## src/rtl/rrsp_pkg.sv

```systemverilog
// Package for the round-robin slot picker: request and result beat types,
// field widths and the control state encoding. No dependencies.
package rrsp_pkg;

    localparam int ENDPOINT_W  = 3;
    localparam int SLOT_FULL_W = 16;
    localparam int SLOT_W      = 4;

    typedef struct packed {
        logic [ENDPOINT_W-1:0]  endpoint;
        logic [SLOT_FULL_W-1:0] slot_full;
    } request_t;

    typedef struct packed {
        logic              found;
        logic [SLOT_W-1:0] slot;
    } result_t;

    typedef enum logic {
        ST_IDLE,
        ST_PICK
    } state_t;

endpackage

```

## src/rtl/rrsp_pick.sv

```systemverilog
// Round-robin priority pick over a slot mask, starting at a resume pointer.
// Pure combinational; no package dependencies.
module rrsp_pick #(
    parameter int SLOTS = 16
) (
    input  logic [SLOTS-1:0]               mask,
    input  logic [$clog2(SLOTS+1)-1:0]     ptr,
    output logic                           found,
    output logic [$clog2(SLOTS+1)-1:0]     pick,
    output logic [$clog2(SLOTS+1)-1:0]     next_ptr
);

    localparam int PTR_W = $clog2(SLOTS + 1);

    logic [SLOTS-1:0] upper_mask;
    logic             upper_hit;
    logic [PTR_W-1:0] upper_idx;
    logic             any_hit;
    logic [PTR_W-1:0] any_idx;

    // Keep only slots at or above the pointer for the upward scan.
    always_comb
    begin
        for (int i = 0; i < SLOTS; i++)
        begin
            upper_mask[i] = mask[i] && (PTR_W'(i) >= ptr);
        end
    end

    // Lowest set bit of each mask; walk downward so the lowest wins.
    always_comb
    begin
        upper_hit = 1'b0;
        upper_idx = '0;
        any_hit   = 1'b0;
        any_idx   = '0;
        for (int i = SLOTS - 1; i >= 0; i--)
        begin
            if (upper_mask[i])
            begin
                upper_hit = 1'b1;
                upper_idx = PTR_W'(i);
            end
            if (mask[i])
            begin
                any_hit = 1'b1;
                any_idx = PTR_W'(i);
            end
        end
    end

    // Upward scan first, then wrap from slot 0; miss clears the pointer.
    always_comb
    begin
        found    = any_hit;
        pick     = upper_hit ? upper_idx : any_idx;
        next_ptr = any_hit ? pick + PTR_W'(1) : '0;
    end

endmodule

```

## src/rtl/round_robin_slot_picker_top.sv

```systemverilog
// Round-robin slot picker top level: per-endpoint resume pointer memory,
// request control and result register. Depends on rrsp_pkg and rrsp_pick.
//
// The accepting edge takes the synchronous pointer memory read and enters the
//   pick state; the pick and pointer write-back fill the pick state and load
//   the result register, and the result strobe (done) is registered from it.
// A new request is taken only after the read-modify-write of the pointer
//   memory is done; busy stays high for one cycle after each accept.
// Reset: rst_n clears the control state and the per-entry valid bits, so
//   every resume pointer reads as zero at once; no clearing pass is needed.
// The receiver cannot stall: each result beat is shown for one cycle only.
module round_robin_slot_picker_top #(
    parameter int SLOTS     = 16,
    parameter int ENDPOINTS = 8
) (
    input  logic               clk,
    input  logic               rst_n,
    input  logic               start,
    output logic               busy,
    input  rrsp_pkg::request_t request,
    output logic               done,
    output rrsp_pkg::result_t  result
);

    localparam int PTR_W = $clog2(SLOTS + 1);
    localparam int EP_W  = (ENDPOINTS > 1) ? $clog2(ENDPOINTS) : 1;

    // Control state.
    rrsp_pkg::state_t state_reg;
    rrsp_pkg::state_t state_next;
    logic             done_reg;

    // Pointer memory and its per-entry valid bits (invalid reads as zero).
    logic [PTR_W-1:0]     ptr_mem [ENDPOINTS];
    logic [ENDPOINTS-1:0] valid_reg;
    logic [PTR_W-1:0]     rd_ptr_reg;
    logic                 rd_valid_reg;

    // Captured request beat.
    logic [EP_W-1:0]                  ep_reg;
    logic [rrsp_pkg::SLOT_FULL_W-1:0] mask_reg;

    rrsp_pkg::result_t result_reg;

    logic                        accept;
    logic                        mem_we;
    logic [rrsp_pkg::ENDPOINT_W-1:0] ep_fold;
    logic [EP_W-1:0]             ep_idx;
    logic [PTR_W-1:0]            cur_ptr;
    logic                        pick_found;
    logic [PTR_W-1:0]            pick_idx;
    logic [PTR_W-1:0]            wr_ptr;

    assign accept = start && !busy;

    // Fold out-of-range endpoint numbers back into the table by repeated
    // subtraction; the input is only three bits wide.
    always_comb
    begin
        ep_fold = request.endpoint;
        for (int k = 0; k < (1 << rrsp_pkg::ENDPOINT_W) - 1; k++)
        begin
            if (32'(ep_fold) >= ENDPOINTS)
            begin
                ep_fold = ep_fold - rrsp_pkg::ENDPOINT_W'(ENDPOINTS);
            end
        end
        ep_idx = EP_W'(ep_fold);
    end

    // Next-state logic.
    always_comb
    begin
        state_next = state_reg;
        case (state_reg)
            rrsp_pkg::ST_IDLE:
            begin
                if (accept)
                begin
                    state_next = rrsp_pkg::ST_PICK;
                end
            end
            rrsp_pkg::ST_PICK:
            begin
                state_next = rrsp_pkg::ST_IDLE;
            end
            default:
            begin
                state_next = rrsp_pkg::ST_IDLE;
            end
        endcase
    end

    // Output decode: hold busy through the pick cycle, write back there.
    always_comb
    begin
        busy   = 1'b0;
        mem_we = 1'b0;
        case (state_reg)
            rrsp_pkg::ST_IDLE:
            begin
                busy   = 1'b0;
                mem_we = 1'b0;
            end
            rrsp_pkg::ST_PICK:
            begin
                busy   = 1'b1;
                mem_we = 1'b1;
            end
            default:
            begin
                busy   = 1'b0;
                mem_we = 1'b0;
            end
        endcase
    end

    always_ff @(posedge clk or negedge rst_n)
    begin
        if (!rst_n)
        begin
            state_reg <= rrsp_pkg::ST_IDLE;
            done_reg  <= 1'b0;
            valid_reg <= '0;
        end
        else
        begin
            state_reg <= state_next;
            done_reg  <= mem_we;
            if (mem_we)
            begin
                valid_reg[ep_reg] <= 1'b1;
            end
        end
    end

    // Pointer memory: synchronous read on accept, write-back in the pick
    // cycle. A new read can only follow the write, so no forwarding.
    always_ff @(posedge clk)
    begin
        if (accept)
        begin
            rd_ptr_reg   <= ptr_mem[ep_idx];
            rd_valid_reg <= valid_reg[ep_idx];
            ep_reg       <= ep_idx;
            mask_reg     <= request.slot_full;
        end
        if (mem_we)
        begin
            ptr_mem[ep_reg] <= wr_ptr;
        end
    end

    // A never-written entry reads as a pointer of zero through its valid bit.
    assign cur_ptr = rd_valid_reg ? rd_ptr_reg : '0;

    // Mask bits beyond the slot count drop out in the size cast.
    rrsp_pick #(
        .SLOTS (SLOTS)
    ) u_pick (
        .mask     (SLOTS'(mask_reg)),
        .ptr      (cur_ptr),
        .found    (pick_found),
        .pick     (pick_idx),
        .next_ptr (wr_ptr)
    );

    // Result register: slot reads zero on a miss, truncated to the field.
    always_ff @(posedge clk)
    begin
        if (mem_we)
        begin
            result_reg.found <= pick_found;
            result_reg.slot  <= pick_found ? rrsp_pkg::SLOT_W'(pick_idx) : '0;
        end
    end

    assign done   = done_reg;
    assign result = result_reg;

    // A result beat follows exactly one pick cycle.
    a_done_after_pick: assert property (@(posedge clk) disable iff (!rst_n)
        done |-> $past(state_reg == rrsp_pkg::ST_PICK))
        else $error("result beat without a preceding pick cycle");

    // An accepted request always holds busy in the next cycle.
    a_busy_after_accept: assert property (@(posedge clk) disable iff (!rst_n)
        accept |=> busy)
        else $error("busy not raised after accept");

    // A miss reports slot zero.
    a_miss_slot_zero: assert property (@(posedge clk) disable iff (!rst_n)
        (done && !result.found) |-> (result.slot == '0))
        else $error("miss reported with nonzero slot");

    // The written pointer never runs past the slot count.
    a_ptr_in_range: assert property (@(posedge clk) disable iff (!rst_n)
        mem_we |-> (32'(wr_ptr) <= SLOTS))
        else $error("resume pointer out of range");

endmodule

```

## config.mk

```make
export PLATFORM = sky130hd
export DESIGN_NAME = round_robin_slot_picker_top
export DESIGN_NICKNAME = d
export VERILOG_FILES = /design/src/rtl/rrsp_pkg.sv /design/src/rtl/rrsp_pick.sv /design/src/rtl/round_robin_slot_picker_top.sv
export SDC_FILE = /design/constraint.sdc
export NUM_CORES = 1
export LEC_CHECK = 0
export BUFFER_PORTS_ARGS = -buffer_cell sky130_fd_sc_hd__buf_4
export CAP_MARGIN = 20
export CORE_MARGIN = 2
export CORE_UTILIZATION = 50
export DETAILED_ROUTE_END_ITERATION = 16
export PLACE_DENSITY = 0.77
export RECOVER_POWER = 50
export SYNTH_ARGS = -nofsm -noshare
export SYNTH_HDL_FRONTEND = slang
export SYNTH_SLANG_ARGS = --single-unit
```

## constraint.sdc

```tcl
create_clock -name clk -period 5.35 [get_ports clk]
set_input_delay 0.8025 -clock clk [delete_from_list [all_inputs] [get_ports clk]]
set_output_delay 0.8025 -clock clk [all_outputs]
set_load 0.05 [all_outputs]
```

Word-level counts from Yosys, hierarchy flattened:

Memory sizes are Yosys's and may differ from the RTL's. A register that Yosys moved wholly into a read port is not among the register bits.
Index checks and enable logic that the tools add are counted.

* register bits after elaboration: 35
* RAM bits: 40
* bits of input ports: 22
* memories: 1

Memory list
* ptr_mem: words 8, bits a word 5, read ports 1, clocked after Yosys merged registers in 1, wr ports 1, line round_robin_slot_picker_top.sv:34 `logic [PTR_W-1:0] ptr_mem [ENDPOINTS];`

* $add $sub $neg: 1
* order comparisons: 19
* mux-type cells: 76
* bitwise operators: 2
* reductions and logical operators: 19

Operators by type and width (count)
* 4-bit two-way mux: 33
* 4-bit by 5-bit greater-or-equal comparator with 1-bit output (first input constant): 8
* 1-bit two-way mux: 37
* 3-bit by 5-bit greater-or-equal comparator with 1-bit output (first input constant): 4
* 1-bit logical AND: 18
* 1-bit by 5-bit greater-or-equal comparator with 1-bit output (first input constant): 2
* 2-bit by 5-bit greater-or-equal comparator with 1-bit output (first input constant): 2
* 5-bit two-way mux: 2
* 3-bit by 4-bit < comparator with 1-bit output (second input constant): 2
* 8-bit OR: 1
* 5-bit by 1-bit adder with 5-bit output (second input constant): 1
* 1-bit one-hot mux with 2 select lines: 2
* 1-bit binary-select mux with 3-bit select: 1
* 1-bit demux with 3-bit select: 1
* 3-bit by 1-bit greater-or-equal comparator with 1-bit output (second input constant): 1
* 1-bit zero test: 1
* 1-bit NOT: 1

Logic depth before layout (Yosys ltp):

* word-level depth: 22
* mapped depth: 12
* mapped depth without buffers: 10

By module:

Synthesis repeated with hierarchy kept, for this count alone.

* cells, all modules: 261
* area, all modules: 3749.8 um2

Modules (own cells, without submodules)
* round_robin_slot_picker_top: times used 1, cells each 136, area each 2971.6 um2, sequential area each 2352.3 um2
* rrsp_pick: times used 1, cells each 125, area each 778.2 um2, sequential area each 0.0 um2

Worst setup path after synthesis:

Ideal clock, no wire load.

* path kind: register to register
* from: reg rd_ptr_reg[0] (read register of ptr_mem)
* to: mem ptr_mem[0][2] (netlist name) (data pin)
* library setup time: 0.206 ns
* data arrival time: 2.299 ns
* data required time: 5.144 ns
* setup slack: 2.845 ns
* cell stages (with the launch flop): 12
* path through: edfxtp_1 -> buf_6 -> or4_4 -> a21boi_2 -> o32ai_1 -> a31oi_1 -> o21ai_1 -> mux2i_1 -> nor2b_1 -> ha_1 -> xnor2_1 -> nor2_1

* longest elaborated chain between the ends: 22
* elaborated cells on any way between the ends: 68

RTL lines
* start: declaration: line round_robin_slot_picker_top.sv:36 `logic [PTR_W-1:0] rd_ptr_reg;`
* 5-bit two-way mux *: line round_robin_slot_picker_top.sv:155 `assign cur_ptr = rd_valid_reg ? rd_ptr_reg : '0;`
* 4-bit by 5-bit greater-or-equal comparator with 1-bit output: line rrsp_pick.sv:26 `upper_mask[i] = mask[i] && (PTR_W'(i) >= ptr);`
* 1-bit logical AND: line rrsp_pick.sv:26
* 4-bit two-way mux or 1-bit two-way mux (tied branches) (16 in series): line rrsp_pick.sv:39 `if (upper_mask[i])`
* 4-bit two-way mux *: line rrsp_pick.sv:56 `pick = upper_hit ? upper_idx : any_idx;`
* named net pick_idx[0]: line round_robin_slot_picker_top.sv:51 `logic [PTR_W-1:0] pick_idx;`
* 5-bit by 1-bit adder with 5-bit output *: line rrsp_pick.sv:57 `next_ptr = any_hit ? pick + PTR_W'(1) : '0;`
* 5-bit two-way mux *: line rrsp_pick.sv:57
* named net u_pick.next_ptr[2]: line rrsp_pick.sv:10 `output logic [$clog2(SLOTS+1)-1:0] next_ptr`
* end: declaration: line round_robin_slot_picker_top.sv:34

Mark *: on every way through the listed nets, which the timed path passes. The rest lies on a longest branch.

Worst setup path in the final report:

* from: reg rd_valid_reg
* to: mem ptr_mem[7][2] (netlist name) (data pin)

* longest elaborated chain between the ends: 22
* elaborated cells on any way between the ends: 68

RTL lines
* start: declaration: line round_robin_slot_picker_top.sv:37 `logic rd_valid_reg;`
* start signal: assignment: line round_robin_slot_picker_top.sv:144 `rd_valid_reg <= valid_reg[ep_idx];`
* 5-bit two-way mux *: line round_robin_slot_picker_top.sv:155
* 4-bit by 5-bit greater-or-equal comparator with 1-bit output: line rrsp_pick.sv:26
* 1-bit logical AND: line rrsp_pick.sv:26
* 4-bit two-way mux or 1-bit two-way mux (tied branches) (16 in series): line rrsp_pick.sv:39
* 4-bit two-way mux *: line rrsp_pick.sv:56
* named net pick_idx[0]: line round_robin_slot_picker_top.sv:51
* 5-bit by 1-bit adder with 5-bit output *: line rrsp_pick.sv:57
* 5-bit two-way mux *: line rrsp_pick.sv:57
* named net u_pick.next_ptr[2]: line rrsp_pick.sv:10

Marks and branches as above.

==> reports/metrics.cfg <==
[floorplanning]
die_area_sq_um = 7940
placementRows = 31
start_util_pct = 50.8
die_y_microns = 89.1
die_w_microns = 89.1
core_area_sq_um = 7140
io_pins = 29

[worst_setup_path]
rr_worst_depth = 10
cp-end-kind = register
regToRegEndpoint = ptr_mem[7][2]$_DFFE_PP_
r2r_start = rd_valid_reg$_DFFE_PP_
critical_path.max_fanout = 18
cp_cell_sequence = nand2_1 > o211ai_1 > and2_1 > nand2_1 > nor3_2 > mux2i_1 > nor2b_1 > ha_1 > xnor2_1 > nor2_1
startpoint_type = register
startpoint = rd_valid_reg$_DFFE_PP_
cpMaxStageDelayCell = edfxtp_1
reg2reg_slack_ns = 2.29
cp.required_ns = 5.45
worstSetupPathType = reg -> reg
cp_top_family = simple AND/OR/NAND/NOR gates
cp_data_arrival_time_ns = 3.16
path_common_cell = nand2_1
critPathBufInv = 0
slowest_delay_ns = 0.72

[placement]
dp_hpwl_microns = 4830
place_inst = 365
place_congestion = 0.941
pre_cts_ws_ns = 2.35
io_buffers = 28

[synth]
synthTopCellsByCount = edfxtp_1 (70), nor2_1 (17), nand2_1 (13)
synth_area_sq_um = 3620
syn-instance-count = 246
synth_top_area_share_pct = 58.0
yosysTopAreaCell = edfxtp_1
synthFlopType = edfxtp_1
synth_nets = 269
ys_top_cells_by_area = edfxtp_1 (58%), mux4_2 (7.5%), dfrtp_1 (6.9%), mux2_2 (1.9%), nor2_1 (1.8%)
synth_area_per_cell_sq_um = 14.7
yosysWarnings = 0
async_flop_share_pct = 12.5
synth_cell_types = 59
synthMostInstantiatedCell = edfxtp_1
ys_ff_latch = 80
synth-edff-count = 70
synth-seq-area-share_pct = 64.9

[pwr]
power.density_nw_per_um2 = 342
p_leak_nw = 1.38
ir_drop_uv = 194

[sta]
slew_headroom_pct = 2.48
setup_viol = 0
rsz0062_at_grt = false
post-route-period-util_pct = 57.2
slew_violations = 0
clock_skew_ns = 0.0102
tightestPinTransition_ns = 1.46
period_minus_slack_ns = 3.06
finalWorstSetupSlack_ns = 2.29
tns_ns = 0
hold_viol = 0
max_freq_mhz = 327

[global_routing]
grt_pass1_wl_microns = 11200
grt_pass1_vias = 2180
track_usage_pct = 19.7
grt_overflow = 0
grt_max_degree = 27
antenna_found_initial = 0

[route]
num_vias = 2215
avgViaCountPerCell = 5.81
post_drt_wl_per_cell_microns = 18.4
drc_errors = 0
ant_nets = 0
dr.pass1.iters = 4
wirelength_microns = 7000
drt_first_iter_violations = 169

[clock_network]
hold_buffers = 0
root_buffer = clkbuf_8
clk_latency_ns = 0.35
htreeDepth = 3
cts_made_buffers = 9
cts-resized-gates = 0
tritoncts = yes
cts_setup_buffers = 0
clk_pin_slew_ns = 0.09
cts_sinks = 80
clk_path_buf_depth = 2

[final_layout]
largest_reg_flops = 40
drive_gt1_share_pct = 27.0
antenna_cells = 0
fin_nets = 300
final_cells = 381
syn_to_final_growth_pct = 12.8

[hold_path]
hp-class = in -> async

[outcome]
status = completed

[run]
drv_cap = 0

[through the flow]
step           area [sq um]  hold WS [ns]  util, %  power, mW
6_report               4090         0.387     57.2       1.40
5_1_grt                4090         0.426     57.2       1.46
4_1_cts                4120         0.247     57.7       1.41
3_5_place_dp           3910         0.448     54.8      0.971
3_3_place_gp           3910         0.448     54.8      0.966
2_1_floorplan          3620         0.434        -      0.912
[power by group]
part | total [mW] | internal [mW] | switching [mW]
Combinational | 0.183 | 0.0759 | 0.107
Sequential | 0.772 | 0.741 | 0.0306
Clock | 0.443 | 0.217 | 0.226
[worst max path at each step]
stage	cells past startpoint	end
3_5_place_dp	10	ptr_mem[1][2]$_DFFE_PP_
2_1_floorplan	11	ptr_mem[0][2]$_DFFE_PP_
4_1_cts	10	ptr_mem[7][2]$_DFFE_PP_
6_report	10	ptr_mem[7][2]$_DFFE_PP_
3_3_place_gp	10	ptr_mem[2][2]$_DFFE_PP_
5_1_grt	10	ptr_mem[7][2]$_DFFE_PP_
[routing by layer]
| layer | up-vias | GRT usage, % | share of wire, % |
|---|---|---|---|
| met3 | 15 | 5.36 | 6.4 |
| met5 | - | 0 | 0 |
| met1 | 1085 | 24.5 | 41 |
| met2 | 82 | 32.9 | 51 |
| li1 | 1033 | - | - |
| met4 | 0 | 7.73 | 2.0 |
[logic make-up after synthesis]
group,after synthesis,share of synthesized area (%)
fa+ha+maj,2,0.622
simple gates,79,12.3
flops,80,64.9
mux,19,9.60
compound gates,48,9.88
buf+inv,16,2.18
xor+xnor,2,0.484
[final cells by class]
| cell class | instances | area (sq um) |
|---|---|---|
| fillers | 579 | 3050 |
| flip-flops and latches | 80 | 2350 |
| multi-input cells | 150 | 1190 |
| repair buffers | 29 | 184 |
| clock buffers | 11 | 163 |
| well taps | 99 | 124 |
| clock inverters | 5 | 42.5 |
| inverters | 7 | 26.3 |
[layout by cell type, fill, tap and decap left out, types with 6 or more instances in the layout]
cell type | Yosys | final
nand2_1 | 13 | 13
nor3_1 | 6 | 6
clkbuf_8 | 0 | 10
a21oi_1 | 10 | 10
mux4_2 | 12 | 12
clkbuf_4 | 0 | 16
edfxtp_1 | 70 | 70
or2_2 | 9 | 9
inv_1 | 7 | 7
mux2_2 | 6 | 6
dfrtp_1 | 10 | 10
nor2_1 | 17 | 17
nand3_1 | 9 | 9
clkbuf_1 | 1 | 9
Note: power is estimated with default switching activity, not from simulation.
